[config.mk]
export PLATFORM = sky130hd
export DESIGN_NAME = tablet_report_assembler
export DESIGN_NICKNAME = d
export VERILOG_FILES = /design/src/rtl/tra_pkg.sv /design/src/rtl/tra_scale.sv /design/src/rtl/tablet_report_assembler.sv
export SDC_FILE = /design/constraint.sdc
export NUM_CORES = 2
export LEC_CHECK = 0
export BUFFER_PORTS_ARGS = -buffer_cell sky130_fd_sc_hd__buf_2
export CORE_MARGIN = 4
export CORE_UTILIZATION = 45
export CTS_CLUSTER_DIAMETER = 50
export DETAILED_ROUTE_END_ITERATION = 7
export PLACE_DENSITY = 0.69
export SLEW_MARGIN = 20
export SYNTH_ARGS = -nofsm -noshare
export SYNTH_HDL_FRONTEND = slang
export SYNTH_HIERARCHICAL = 1
export SYNTH_SLANG_ARGS = --single-unit
[constraint.sdc]
create_clock -name clk -period 7.4 [get_ports clk]
set_clock_uncertainty 0.2 [all_clocks]
set_input_delay 0.37 -clock clk [delete_from_list [all_inputs] [get_ports clk]]
set_output_delay 0.37 -clock clk [all_outputs]
set_load 0.05 [all_outputs]
[src/rtl/tra_pkg.sv]
package tra_pkg;

	// default position fraction width
	localparam int POS_FRAC_BITS_DEF = 4;

	// field widths
	localparam int TYPE_W  = 5;
	localparam int CODE_W  = 10;
	localparam int VALUE_W = 32;
	localparam int CFG_W   = 16;
	localparam int SCR_W   = 12;
	localparam int OUT_W   = 16;

	// pressure scaling: Q1.15, full scale 1.0
	localparam int                PRESS_W    = 16;
	localparam logic [PRESS_W-1:0] PRESS_FULL = 16'h8000;

	// event types
	localparam logic [TYPE_W-1:0] EV_SYN = 5'd0;
	localparam logic [TYPE_W-1:0] EV_KEY = 5'd1;
	localparam logic [TYPE_W-1:0] EV_ABS = 5'd3;
	localparam logic [TYPE_W-1:0] PREV_TYPE_RST = 5'd31;

	// event codes
	localparam logic [CODE_W-1:0] CODE_SYN_REPORT     = 10'd0;
	localparam logic [CODE_W-1:0] CODE_ABS_X          = 10'd0;
	localparam logic [CODE_W-1:0] CODE_ABS_Y          = 10'd1;
	localparam logic [CODE_W-1:0] CODE_ABS_PRESSURE   = 10'd24;
	localparam logic [CODE_W-1:0] CODE_BTN_TOOL_PEN   = 10'd320;
	localparam logic [CODE_W-1:0] CODE_BTN_TOOL_RUBBER = 10'd321;
	localparam logic [CODE_W-1:0] CODE_BTN_TOUCH      = 10'd330;

	// report kinds
	localparam logic [1:0] KIND_ENTER = 2'd0;
	localparam logic [1:0] KIND_PEN   = 2'd1;
	localparam logic [1:0] KIND_LEAVE = 2'd2;

	// tools
	localparam logic [1:0] TOOL_NONE   = 2'd0;
	localparam logic [1:0] TOOL_PEN    = 2'd1;
	localparam logic [1:0] TOOL_ERASER = 2'd2;

	// register indexes
	localparam logic [2:0] REG_X_MIN  = 3'd0;
	localparam logic [2:0] REG_X_MAX  = 3'd1;
	localparam logic [2:0] REG_Y_MIN  = 3'd2;
	localparam logic [2:0] REG_Y_MAX  = 3'd3;
	localparam logic [2:0] REG_P_MIN  = 3'd4;
	localparam logic [2:0] REG_P_MAX  = 3'd5;
	localparam logic [2:0] REG_SCR_W  = 3'd6;
	localparam logic [2:0] REG_SCR_H  = 3'd7;

	// register reset values
	localparam logic [CFG_W-1:0] X_MIN_RST = 16'd0;
	localparam logic [CFG_W-1:0] X_MAX_RST = 16'd20967;
	localparam logic [CFG_W-1:0] Y_MIN_RST = 16'd0;
	localparam logic [CFG_W-1:0] Y_MAX_RST = 16'd15725;
	localparam logic [CFG_W-1:0] P_MIN_RST = 16'd0;
	localparam logic [CFG_W-1:0] P_MAX_RST = 16'd4095;
	localparam logic [SCR_W-1:0] SCR_W_RST = 12'd1404;
	localparam logic [SCR_W-1:0] SCR_H_RST = 12'd1872;

endpackage

[src/rtl/tra_scale.sv]
module tra_scale #(
	parameter int FULL_W = tra_pkg::PRESS_W
) (
	input  logic                clk,
	input  logic                arst_n,
	input  logic                start,
	input  logic [31:0]         raw,
	input  logic [15:0]         lo,
	input  logic [15:0]         hi,
	input  logic [FULL_W-1:0]   full,
	output logic                busy,
	output logic [15:0]         result
);

	localparam int CNT_W = $clog2(FULL_W + 1);
	localparam int EXT_W = (FULL_W > 16) ? FULL_W : 17;

	typedef enum logic [1:0] {SC_IDLE, SC_PREP, SC_CHK, SC_RUN} sc_state_t;

	sc_state_t          state_q;
	logic [32:0]        num_q;
	logic [16:0]        rng_q;
	logic [32:0]        an_q;
	logic [15:0]        ar_q;
	logic [16:0]        ar2_q;
	logic               skip_q;
	logic [FULL_W-1:0]  full_q;
	logic [15:0]        rem_q;
	logic [FULL_W-1:0]  quo_q;
	logic [CNT_W-1:0]   cnt_q;
	logic [15:0]        result_q;

	logic [32:0]        num_d;
	logic [16:0]        rng_d;
	logic [32:0]        num_abs;
	logic [16:0]        rng_abs;
	logic [17:0]        tsum;
	logic [18:0]        d1;
	logic [18:0]        d2;
	logic [15:0]        rem_n;
	logic [1:0]         qdig;
	logic [FULL_W:0]    quo_w;

	// clamp to 16 bits
	function automatic logic [15:0] sat16(input logic [FULL_W-1:0] v);
		logic [EXT_W-1:0] ext;
		ext = EXT_W'(v);
		return (|ext[EXT_W-1:16]) ? 16'hFFFF : ext[15:0];
	endfunction

	// offset from minimum and axis span
	assign num_d = {raw[31], raw} - {{17{lo[15]}}, lo};
	assign rng_d = {hi[15], hi} - {lo[15], lo};

	// magnitudes
	assign num_abs = num_q[32] ? (~num_q + 33'd1) : num_q;
	assign rng_abs = rng_q[16] ? (~rng_q + 17'd1) : rng_q;

	// one multiplier bit per cycle: remainder doubles, adds numerator, drops ar up to twice
	assign tsum  = {1'b0, rem_q, 1'b0} + (full_q[FULL_W-1] ? {2'b00, an_q[15:0]} : 18'd0);
	assign d1    = {1'b0, tsum} - {3'b000, ar_q};
	assign d2    = {1'b0, tsum} - {2'b00, ar2_q};

	always_comb begin
		if (!d2[18]) begin
			rem_n = d2[15:0];
			qdig  = 2'd2;
		end else if (!d1[18]) begin
			rem_n = d1[15:0];
			qdig  = 2'd1;
		end else begin
			rem_n = tsum[15:0];
			qdig  = 2'd0;
		end
	end

	assign quo_w = {quo_q, 1'b0} + (FULL_W + 1)'(qdig);

	// sequencer
	always_ff @(posedge clk or negedge arst_n) begin
		if (!arst_n) begin
			state_q <= SC_IDLE;
			cnt_q   <= '0;
		end else begin
			case (state_q)
				SC_IDLE: begin
					if (start) begin
						num_q   <= num_d;
						rng_q   <= rng_d;
						full_q  <= full;
						state_q <= SC_PREP;
					end
				end
				SC_PREP: begin
					skip_q  <= (rng_q == 17'd0) || (num_q == 33'd0) || (num_q[32] != rng_q[16]);
					an_q    <= num_abs;
					ar_q    <= rng_abs[15:0];
					ar2_q   <= {rng_abs[15:0], 1'b0};
					state_q <= SC_CHK;
				end
				SC_CHK: begin
					rem_q <= '0;
					quo_q <= '0;
					cnt_q <= '0;
					if (skip_q) begin
						result_q <= 16'd0;
						state_q  <= SC_IDLE;
					end else if (an_q >= {17'd0, ar_q}) begin
						// ratio at least one: saturate to full scale
						result_q <= sat16(full_q);
						state_q  <= SC_IDLE;
					end else begin
						state_q <= SC_RUN;
					end
				end
				SC_RUN: begin
					rem_q  <= rem_n;
					quo_q  <= quo_w[FULL_W-1:0];
					full_q <= {full_q[FULL_W-2:0], 1'b0};
					cnt_q  <= cnt_q + CNT_W'(1);
					if (cnt_q == CNT_W'(FULL_W - 1)) begin
						result_q <= sat16(quo_w[FULL_W-1:0]);
						state_q  <= SC_IDLE;
					end
				end
				default: state_q <= SC_IDLE;
			endcase
		end
	end

	assign busy   = (state_q != SC_IDLE);
	assign result = result_q;

endmodule

[src/rtl/tablet_report_assembler.sv]
// Channel   Direction  Handshake                  Word
// event     in         event_valid/event_ready    event_type, event_code, event_value
// report    out        report_valid/report_ready  kind, tool, pos_x/y, pressure, flags
// config    in         APB psel/penable/pready    8 registers at 4*index
//
// Key, axis and ignored events are taken in the idle state. A sync report runs
// three bit-serial scale lanes in parallel, one multiplier bit per cycle, and
// then delivers each pending result as one report word. Reset clears pen state
// and loads the register defaults. A stalled report holds the assembler in its
// emit phase while further results are pending, and the event input waits
// meanwhile.
module tablet_report_assembler #(
	parameter int POS_FRAC_BITS = tra_pkg::POS_FRAC_BITS_DEF
) (
	input  logic        clk,
	input  logic        arst_n,
	// event input
	input  logic        event_valid,
	output logic        event_ready,
	input  logic [4:0]  event_type,
	input  logic [9:0]  event_code,
	input  logic [31:0] event_value,
	// report output
	output logic        report_valid,
	input  logic        report_ready,
	output logic [1:0]  report_kind,
	output logic [1:0]  tool_kind,
	output logic [15:0] pos_x,
	output logic [15:0] pos_y,
	output logic [15:0] pressure_level,
	output logic        button_down,
	output logic        last_of_run,
	// configuration
	input  logic        psel,
	input  logic        penable,
	input  logic        pwrite,
	input  logic [4:0]  paddr,
	input  logic [31:0] pwdata,
	output logic [31:0] prdata,
	output logic        pready
);

	localparam int POS_W = tra_pkg::SCR_W + POS_FRAC_BITS;

	typedef enum logic [1:0] {ST_IDLE, ST_CALC, ST_EMIT} state_t;

	state_t       state_q;

	// configuration registers
	logic [15:0]  x_min_q, x_max_q, y_min_q, y_max_q, p_min_q, p_max_q;
	logic [11:0]  scr_w_q, scr_h_q;

	// pen state
	logic [31:0]  raw_x_q, raw_y_q, raw_p_q;
	logic         pen_down_q;
	logic [1:0]   cur_tool_q;
	logic         rep_down_q;
	logic [1:0]   rep_tool_q;
	logic [15:0]  rep_x_q, rep_y_q;
	logic [4:0]   prev_type_q;
	logic         p_empty_q;

	// pending results: enter, pen, leave
	logic [2:0]   mask_q;
	logic [1:0]   pen_tool_q;
	logic [15:0]  pen_x_q, pen_y_q, pen_p_q;
	logic         pen_btn_q;

	logic         ev_acc;
	logic         is_sync;
	logic         start;
	logic [2:0]   reg_idx;
	logic         cfg_wr;
	logic [POS_W-1:0] full_x, full_y;
	logic         busy_x, busy_y, busy_p;
	logic [15:0]  res_x, res_y, res_p;
	logic         lift;
	logic [15:0]  px, py, pr;
	logic [2:0]   mask_d;
	logic [2:0]   mask_n;
	logic         slot_free;

	assign event_ready = (state_q == ST_IDLE);
	assign ev_acc      = event_valid && event_ready;
	assign is_sync     = (event_type == tra_pkg::EV_SYN) &&
	                     (event_code == tra_pkg::CODE_SYN_REPORT) &&
	                     (prev_type_q != tra_pkg::EV_SYN);
	assign start       = ev_acc && is_sync;

	assign pready  = 1'b1;
	assign reg_idx = paddr[4:2];
	assign cfg_wr  = psel && penable && pwrite && pready;

	// register read
	always_comb begin
		case (reg_idx)
			tra_pkg::REG_X_MIN: prdata = {16'd0, x_min_q};
			tra_pkg::REG_X_MAX: prdata = {16'd0, x_max_q};
			tra_pkg::REG_Y_MIN: prdata = {16'd0, y_min_q};
			tra_pkg::REG_Y_MAX: prdata = {16'd0, y_max_q};
			tra_pkg::REG_P_MIN: prdata = {16'd0, p_min_q};
			tra_pkg::REG_P_MAX: prdata = {16'd0, p_max_q};
			tra_pkg::REG_SCR_W: prdata = {20'd0, scr_w_q};
			tra_pkg::REG_SCR_H: prdata = {20'd0, scr_h_q};
			default:            prdata = 32'd0;
		endcase
	end

	// register write
	always_ff @(posedge clk or negedge arst_n) begin
		if (!arst_n) begin
			x_min_q <= tra_pkg::X_MIN_RST;
			x_max_q <= tra_pkg::X_MAX_RST;
			y_min_q <= tra_pkg::Y_MIN_RST;
			y_max_q <= tra_pkg::Y_MAX_RST;
			p_min_q <= tra_pkg::P_MIN_RST;
			p_max_q <= tra_pkg::P_MAX_RST;
			scr_w_q <= tra_pkg::SCR_W_RST;
			scr_h_q <= tra_pkg::SCR_H_RST;
		end else if (cfg_wr) begin
			case (reg_idx)
				tra_pkg::REG_X_MIN: x_min_q <= pwdata[15:0];
				tra_pkg::REG_X_MAX: x_max_q <= pwdata[15:0];
				tra_pkg::REG_Y_MIN: y_min_q <= pwdata[15:0];
				tra_pkg::REG_Y_MAX: y_max_q <= pwdata[15:0];
				tra_pkg::REG_P_MIN: p_min_q <= pwdata[15:0];
				tra_pkg::REG_P_MAX: p_max_q <= pwdata[15:0];
				tra_pkg::REG_SCR_W: scr_w_q <= pwdata[11:0];
				tra_pkg::REG_SCR_H: scr_h_q <= pwdata[11:0];
				default: ;
			endcase
		end
	end

	// scale lanes
	assign full_x = POS_W'(scr_w_q) << POS_FRAC_BITS;
	assign full_y = POS_W'(scr_h_q) << POS_FRAC_BITS;

	tra_scale #(.FULL_W(POS_W)) u_scale_x (
		.clk    (clk),
		.arst_n (arst_n),
		.start  (start),
		.raw    (raw_x_q),
		.lo     (x_min_q),
		.hi     (x_max_q),
		.full   (full_x),
		.busy   (busy_x),
		.result (res_x)
	);

	tra_scale #(.FULL_W(POS_W)) u_scale_y (
		.clk    (clk),
		.arst_n (arst_n),
		.start  (start),
		.raw    (raw_y_q),
		.lo     (y_min_q),
		.hi     (y_max_q),
		.full   (full_y),
		.busy   (busy_y),
		.result (res_y)
	);

	tra_scale #(.FULL_W(tra_pkg::PRESS_W)) u_scale_p (
		.clk    (clk),
		.arst_n (arst_n),
		.start  (start),
		.raw    (raw_p_q),
		.lo     (p_min_q),
		.hi     (p_max_q),
		.full   (tra_pkg::PRESS_FULL),
		.busy   (busy_p),
		.result (res_p)
	);

	// pick the pen report data, repeating the held position on lift-off
	assign lift = !pen_down_q && rep_down_q;
	assign px   = lift ? rep_x_q : res_x;
	assign py   = lift ? rep_y_q : res_y;
	assign pr   = p_empty_q ? tra_pkg::PRESS_FULL : res_p;

	assign mask_d[0] = (rep_tool_q == tra_pkg::TOOL_NONE) && (cur_tool_q != tra_pkg::TOOL_NONE);
	assign mask_d[1] = pen_down_q || rep_down_q;
	assign mask_d[2] = (rep_tool_q != tra_pkg::TOOL_NONE) && (cur_tool_q == tra_pkg::TOOL_NONE);

	// drop the lowest pending result
	assign mask_n    = mask_q & (mask_q - 3'd1);
	assign slot_free = !report_valid || report_ready;

	// event handling, report sequencing and output word
	always_ff @(posedge clk or negedge arst_n) begin
		if (!arst_n) begin
			state_q      <= ST_IDLE;
			raw_x_q      <= '0;
			raw_y_q      <= '0;
			raw_p_q      <= '0;
			pen_down_q   <= 1'b0;
			cur_tool_q   <= tra_pkg::TOOL_NONE;
			rep_down_q   <= 1'b0;
			rep_tool_q   <= tra_pkg::TOOL_NONE;
			rep_x_q      <= '0;
			rep_y_q      <= '0;
			prev_type_q  <= tra_pkg::PREV_TYPE_RST;
			mask_q       <= '0;
			report_valid <= 1'b0;
		end else begin
			// release a taken word outside the emit phase
			if (report_ready && (state_q != ST_EMIT)) begin
				report_valid <= 1'b0;
			end
			case (state_q)
				ST_IDLE: begin
					if (ev_acc) begin
						prev_type_q <= event_type;
						if (event_type == tra_pkg::EV_ABS) begin
							if (event_code == tra_pkg::CODE_ABS_X) begin
								raw_x_q <= event_value;
							end else if (event_code == tra_pkg::CODE_ABS_Y) begin
								raw_y_q <= event_value;
							end else if (event_code == tra_pkg::CODE_ABS_PRESSURE) begin
								raw_p_q <= event_value;
							end
						end else if (event_type == tra_pkg::EV_KEY) begin
							if (event_code == tra_pkg::CODE_BTN_TOUCH) begin
								pen_down_q <= (event_value != 32'd0);
							end else if (event_code == tra_pkg::CODE_BTN_TOOL_PEN) begin
								cur_tool_q <= (event_value != 32'd0) ?
								              tra_pkg::TOOL_PEN : tra_pkg::TOOL_NONE;
							end else if (event_code == tra_pkg::CODE_BTN_TOOL_RUBBER) begin
								cur_tool_q <= (event_value != 32'd0) ?
								              tra_pkg::TOOL_ERASER : tra_pkg::TOOL_NONE;
							end
						end else if (is_sync) begin
							p_empty_q <= (p_max_q == p_min_q);
							state_q   <= ST_CALC;
						end
					end
				end
				ST_CALC: begin
					if (!busy_x && !busy_y && !busy_p) begin
						pen_tool_q <= lift ? rep_tool_q : cur_tool_q;
						pen_x_q    <= px;
						pen_y_q    <= py;
						pen_p_q    <= pr;
						pen_btn_q  <= pen_down_q;
						mask_q     <= mask_d;
						rep_down_q <= pen_down_q;
						rep_tool_q <= cur_tool_q;
						rep_x_q    <= px;
						rep_y_q    <= py;
						state_q    <= (mask_d != 3'd0) ? ST_EMIT : ST_IDLE;
					end
				end
				ST_EMIT: begin
					if (slot_free) begin
						report_valid <= 1'b1;
						last_of_run  <= (mask_n == 3'd0);
						if (mask_q[0]) begin
							report_kind    <= tra_pkg::KIND_ENTER;
							tool_kind      <= cur_tool_q;
							pos_x          <= '0;
							pos_y          <= '0;
							pressure_level <= '0;
							button_down    <= 1'b0;
						end else if (mask_q[1]) begin
							report_kind    <= tra_pkg::KIND_PEN;
							tool_kind      <= pen_tool_q;
							pos_x          <= pen_x_q;
							pos_y          <= pen_y_q;
							pressure_level <= pen_p_q;
							button_down    <= pen_btn_q;
						end else begin
							report_kind    <= tra_pkg::KIND_LEAVE;
							tool_kind      <= cur_tool_q;
							pos_x          <= '0;
							pos_y          <= '0;
							pressure_level <= '0;
							button_down    <= 1'b0;
						end
						mask_q <= mask_n;
						if (mask_n == 3'd0) begin
							state_q <= ST_IDLE;
						end
					end
				end
				default: state_q <= ST_IDLE;
			endcase
		end
	end

endmodule

# Yosys cells after proc, flatten, opt, wreduce, memory -nomap -nowiden

Index checks and enable logic that the tools add are counted.
W data, S select, Z words.

Reduce and logical (&&, ||, !) cells: 96
Magnitude comparators: 3
Bitwise logic cells: 13
Equal/unequal tests: 49
Add/sub/neg operators: 28
Mux-type cells: 87

Operator list:

| operator                | count |
|---|---|
| $mux W16                | 26 |
| $pmux W16 S2            | 9 |
| $pmux W32 S8            | 1 |
| $add A33 B1 Y33 const B | 3 |
| $ge A33 B16 Y1          | 3 |
| $logic_not A33 Y1       | 3 |
| $not A33 Y33            | 3 |
| $sub A32 B16 Y33        | 3 |
| $mux W32                | 3 |
| $pmux W15 S2            | 3 |
| $sub A18 B16 Y19        | 3 |
| $sub A18 B17 Y19        | 3 |
| $mux W2                 | 28 |
| $add A17 B18 Y18        | 3 |
| $logic_not A17 Y1       | 3 |
| $sub A16 B16 Y17        | 3 |
| $add A16 B1 Y16 const B | 3 |
| $add A16 B2 Y16         | 3 |
| $not A16 Y16            | 3 |
| $reduce_and A2 Y1       | 19 |
| $reduce_bool A32 Y1     | 1 |
| $eq A10 B9 Y1 const B   | 3 |
| $pmux W5 S2             | 3 |
| $reduce_and A3 Y1       | 9 |
| 39 further kinds        | 132 |

Bits of input ports: 91
Output and inout bits: 89
Flip-flop bits (word level): 881
Word-level logic and storage cells: 346

# Longest topological paths before layout

Depth after elaboration: 8
Gate-level depth with buffers: 24
Depth with buffers taken out: 23

# By module

Netlist, hierarchy kept.

By module, submodules not included:

| module                  | area an instance (um^2) | instances | cells each | seq. area each (um^2) |
|---|---|---|---|---|
| tablet_report_assembler | 15695.1                 | 1         | 1046       | 9874.5 |
| tra_scale (u_scale_y)   | 12047.8                 | 1         | 1220       | 5069.9 |
| tra_scale (u_scale_x)   | 12027.8                 | 1         | 1187       | 5069.9 |
| tra_scale (u_scale_p)   | 11841.4                 | 1         | 1164       | 5069.9 |

# Least setup slack after synthesis

OpenSTA, ideal clock, no wires.

Path kind: flip-flop to flip-flop
Start: register u_scale_y.full_q[15]
End: register u_scale_y.result_q[7], in the netlist u_scale_y/result[7] (data pin)
Setup time: 0.254 ns
Data required time: 6.946 ns
Period minus slack after synthesis: 5.432 ns
Path slack: 1.968 ns
Data arrival time: 4.979 ns
Cell stages (with the launch flop): 25
Path buffers: 1
Cell sequence: edfxtp_1 > and2_1 > ha_1 > fa_1 > a211oi_1 > nor2_1 > o21a_1 > nor2_1 > xnor2_1 > ha_1 > nand3_1 > a21oi_1 > a31o_2 > o21ai_0 > o21ai_0 > a221oi_1 > inv_1 > ha_1 > ha_1 > and2_1 > clkbuf_1 > nand4_1 > xor2_1 > nor2_1 > a21o_1

Cells in the longest elaborated chain, start to end: 8
Elaborated cells between the ends (all ways): 9
Classes of those cells: 4 x add/sub; 5 x mux

Ends and longest elaborated chain:

| what                   | line             | source |
|---|---|---|
| start, declared        | tra_scale.sv:27  | `logic [FULL_W-1:0] full_q;` |
| start signal, assigned | tra_scale.sv:90  | `full_q <= full;` |
| start signal, assigned | tra_scale.sv:119 | `full_q <= {full_q[FULL_W-2:0], 1'b0};` |
| $mux W16 *             | tra_scale.sv:60  | `assign tsum = {1'b0, rem_q, 1'b0} + (full_q[FULL_W-1] ? {2'b00, an_q[15:0]} : 18'd0);` |
| $add A17 B18 Y18 *     | tra_scale.sv:60  |  |
| $sub A18 B16 Y19       | tra_scale.sv:61  | `assign d1 = {1'b0, tsum} - {3'b000, ar_q};` |
| $mux W1                | tra_scale.sv:68  | `end else if (!d1[18]) begin` |
| $mux W2 *              | tra_scale.sv:65  | `if (!d2[18]) begin` |
| $add A16 B2 Y16 *      | tra_scale.sv:77  | `assign quo_w = {quo_q, 1'b0} + (FULL_W + 1)'(qdig);` |
| $mux W16 *             | tra_scale.sv:121 | `if (cnt_q == CNT_W'(FULL_W - 1)) begin` |
| $pmux W16 S2 *         | tra_scale.sv:85  | `case (state_q)` |
| end signal, assigned   | tra_scale.sv:110 | `result_q <= sat16(full_q);` |
| end signal, assigned   | tra_scale.sv:122 | `result_q <= sat16(quo_w[FULL_W-1:0]);` |
| end, declared          | tra_scale.sv:31  | `logic [15:0] result_q;` |

Every way passes the cells marked *; elsewhere a longest branch is shown, timed or not. The select of a mux whose other input is x is not followed.
A chain may end at the register's enable or synchronous reset.

# Worst setup path after layout

Start: register u_scale_y.full_q[15]
End: register u_scale_y.result_q[11], in the netlist u_scale_y/result[11] (data pin)

The elaborated chain is that of the path after synthesis.

==> summary.md <==
| Metric | Value |
|---|---|
| Status | finished, final reports clean |
| Comb power frac | 0.158 |
| Flops & latches, synth | about 900 |
| Worst slew margin | 0.281 |
| DRC | 0 |
| Max Slew Vio Count | 0 |
| Startpoint Class | flop |
| Synthesized cell area | 51600 um2 |
| Final Setup Violations | 0 |
| Sw power | approximately 3.6 mW |
| Avg Inst Size Synth | 11.2 um2 |
| Synth top area cells | edfxtp_1 35%, dfrtp_1 12%, ha_1 8.6% |
| RSZ-0062 raised after global routing | no |
| Mean number of vias per cell | about 5.6 |
| Vias | 36300 |
| Clock sink total | between 800 and 900 |
| Data arrival, critical path | about 6.5 ns |
| Io pins | 180 |
| TritonCTS clock tree | done |
| Required time worst endpoint | 7.65 ns |
| Hold Path Class | in2reg |
| Achievable Freq | around 160 MHz |
| Die ar. | around 120000 um2 |
| Core area | about 110000 um2 |
| Setup Crit Path Kind | reg2reg |
| Worst-path cell chain | and2_1 -> ha_1 -> fa_1 -> a211oi_1 -> o21ai_0 -> o21ai_0 -> xnor2_1 -> ha_1 -> nand2_1 -> nor2_1 -> a31o_2 -> o21ai_0 -> o21ai_0 -> a221oi_1 -> inv_1 -> ha_1 -> ha_1 -> and2_1 -> nand3_1 -> xor2_1 -> nor2_1 -> a21o_1 |
| Worst Tran Pin Value | around 1.1 ns |
| Leak | approximately 24 nW |
| DIE WIDTH | 347 um |
| EDFF count, synth | 595 |
| H-tree levels | 3 |
| Hold_ws | 0.0468 ns |
| CP delay by family, top | compound AO/OA/AOI/OAI gates |
| Initial antenna violation count | 13 |
| Int Pwr | 9.41 mW |
| Nets | between 5000 and 6000 |
| Area growth syn-to-layout | 13.2% |
| Yosys cell types | 94 |
| Net Sw Frac | 0.277 |
| First drt pass iteration count | 5 |
| Die height | ~350 um |
| Maximum fanout along the worst path | 18 |
| Crit. End Element | flop |
| Initial Util | 0.456 |
| # fillers | 9811 |
| # rows | approximately 120 |
| Post-synthesis sequential area ratio | 0.486 |
| Worst skew pair latency | around 0.7 ns |
| Buf/Inv on CP | 1 |
| Sequential Power Share | 0.440 |
| CTS clk-pin slew, worst paths | 0.06 ns |
| Yosys top cell area share | 0.346 |
| First-pass GRT wire length | 201 mm |
| Post-synth ARST share | 0.325 |
| Final wirelength | approximately 130 mm |
| Fin crit share | 0.842 |
| Mapped Cells | 4617 |
| Max VDD drop | between 0.00015 and 0.0002 V |
| Vias in the first global route | approximately 35000 |
| Clock share of power | 0.402 |
| Drt initial violations | approximately 3000 |
| Largest net degree at the start of global routing | 73 |
| Post-route ant nets | 0 |
| CP peak stage delay | roughly 0.6 ns |
| Setup TNS | 0 ns |
| Yosys top cell by area | edfxtp_1 |
| Placer Congestion | around 0.93 |
| Gr usage total | 0.211 |
| Top cells by count, synth | 595 x edfxtp_1, 361 x nand2_1, 356 x ha_1, 302 x xnor2_1, 294 x mux2_2 |
| Pwr dens | 223 nW/um2 |
| Clock root buffer | clkbuf_16 |
| Final Hold Viols | 0 |
| MaxCap Viol Count | 0 |
| Final Critical Period | 6.23 ns |
| Share of cells above drive strength 1 | 0.160 |
| Mean routed wirelength per cell | 20.0 um |
| Placed wire-length estimate | around 98 mm |
| Most frequent cell after synthesis | edfxtp_1 |
| Slowest cell on crit path | edfxtp_1 |
| Port bufs | 144 |
| Yosys warning count | 6 |
| Total gr overflow | 0 |
| Clock buffer depth | 3 |
| CTS buffer count | ~110 |
| Most used DFF post-synth | edfxtp_1 |
==> through the flow <==
step | total power, mW | std cells | instance area (um2) | util | worst slack (ns)
finish | 13.0 | 6483 | 58400 | 0.516 | 1.17
global route | 13.5 | 6482 | 58400 | 0.516 | 0.679
CTS | 13.1 | 6480 | 58400 | 0.516 | 1.10
detailed placement | 7.79 | 6211 | 54100 | 0.478 | 1.08
global placement | 7.75 | 6211 | 54100 | 0.478 | 1.19
floorplan | 7.17 | 4656 | 51800 | - | 1.97
==> layer usage <==
layer  global-route usage  share of wire  up-vias
met1                0.289           0.45    17600
met3               0.0311          0.056      204
met2                0.348           0.47      976
met5                    0        0.00053        -
li1                     -              -    17500
met4               0.0655          0.029       10
==> worst min-delay path, cell delays in order <==
cell and delay, ns:
buf_2 0.09, nor3b_4 0.18, mux2_2 0.23
==> sequential cells by signal, indices dropped and copies added, names as in the netlist, 17 cells and up <==
signal	cells
u_scale_x/rng_q	17
u_scale_p/num_q	33
u_scale_x/an_q	33
u_scale_p/rng_q	17
u_scale_x/num_q	33
raw_x_q	32
u_scale_y/rng_q	17
u_scale_y/num_q	33
u_scale_p/an_q	33
u_scale_y/an_q	33
raw_y_q	32
raw_p_q	32
==> final timing paths <==
kind | from | endpoint | slack (ns) | cells past startpoint
setup / recovery | u_scale_y/full_q[15]$_DFFE_PP_ | u_scale_y/result[11]$_DFFE_PP_ | 1.17 | 22
hold / removal | event_valid | prev_type_q[3]$_DFFE_PN1P_ | 0.05 | 3
setup reg to reg | u_scale_y/full_q[15]$_DFFE_PP_ | u_scale_y/result[11]$_DFFE_PP_ | 1.17 | 22
hold reg to reg | raw_x_q[5]$_DFFE_PN0P_ | raw_x_q[5]$_DFFE_PN0P_ | 0.30 | 1
max in group asynchronous | arst_n | raw_y_q[30]$_DFFE_PN0P_ | 4.34 | 5
min in group asynchronous | arst_n | rep_y_q[2]$_DFFE_PN0P_ | 0.54 | 3
==> layout by cell type, fill, tap and decap left out, types with 78 or more instances in the layout <==
master       n
nand2_1    361
inv_1      236
a21o_1     137
dfrtp_1    238
nand3_1     78
clkbuf_16  111
o21ai_0    223
and2_1     129
nor2_1     254
edfxtp_1   595
mux2_2     294
ha_1       356
a21oi_1    225
xnor2_1    302
buf_2      143
xor2_1      99
==> kinds of logic (layout without fill, tap and decap cells) <==
group | Yosys count | after routing | synth area share
AOI/OAI and AO/OA | 991 | 991 | 0.127
xor gates and xnor gates | 401 | 401 | 0.0680
adders and majority gates | 371 | 371 | 0.0921
buffers and inverters | 368 | 692 | 0.0291
DFF | 881 | 881 | 0.486
muxes | 337 | 337 | 0.0733
other | 2 | 44 | 0.000146
and+or+nand+nor | 1266 | 1266 | 0.125
==> final cells by class <==
cell class	count	area [um2]	share of cell area
Clock buffer	142	2980	0.0511
Sequential cell	881	25100	0.430
Timing Repair Buffer	251	1700	0.0291
Antenna cell	3	7.51	0.000129
Clock inverter	62	624	0.0107
Tap cell	1500	1880	0.0321
Multi-Input combinational cell	3407	25200	0.432
Inverter	237	890	0.0152
==> power groups by stage <==
stage	combinational, mW	sequential, mW	clock, mW
final	2.05	5.72	5.24
after global routing	2.25	5.73	5.57
after CTS	2.02	5.72	5.35
after detailed placement	1.97	5.81	0
after global placement	1.94	5.81	0
after floorplan	1.45	5.71	0
==> repair_timing <==
item                                    in CTS  in global routing
hold buffers                                65                  0
hold endpoints to repair                   284                  0
endpoints found under the setup margin       0                  0
setup buffers                                0                  0
gates resized for setup                      0                  0
Note: power is estimated with default switching activity, not from simulation.
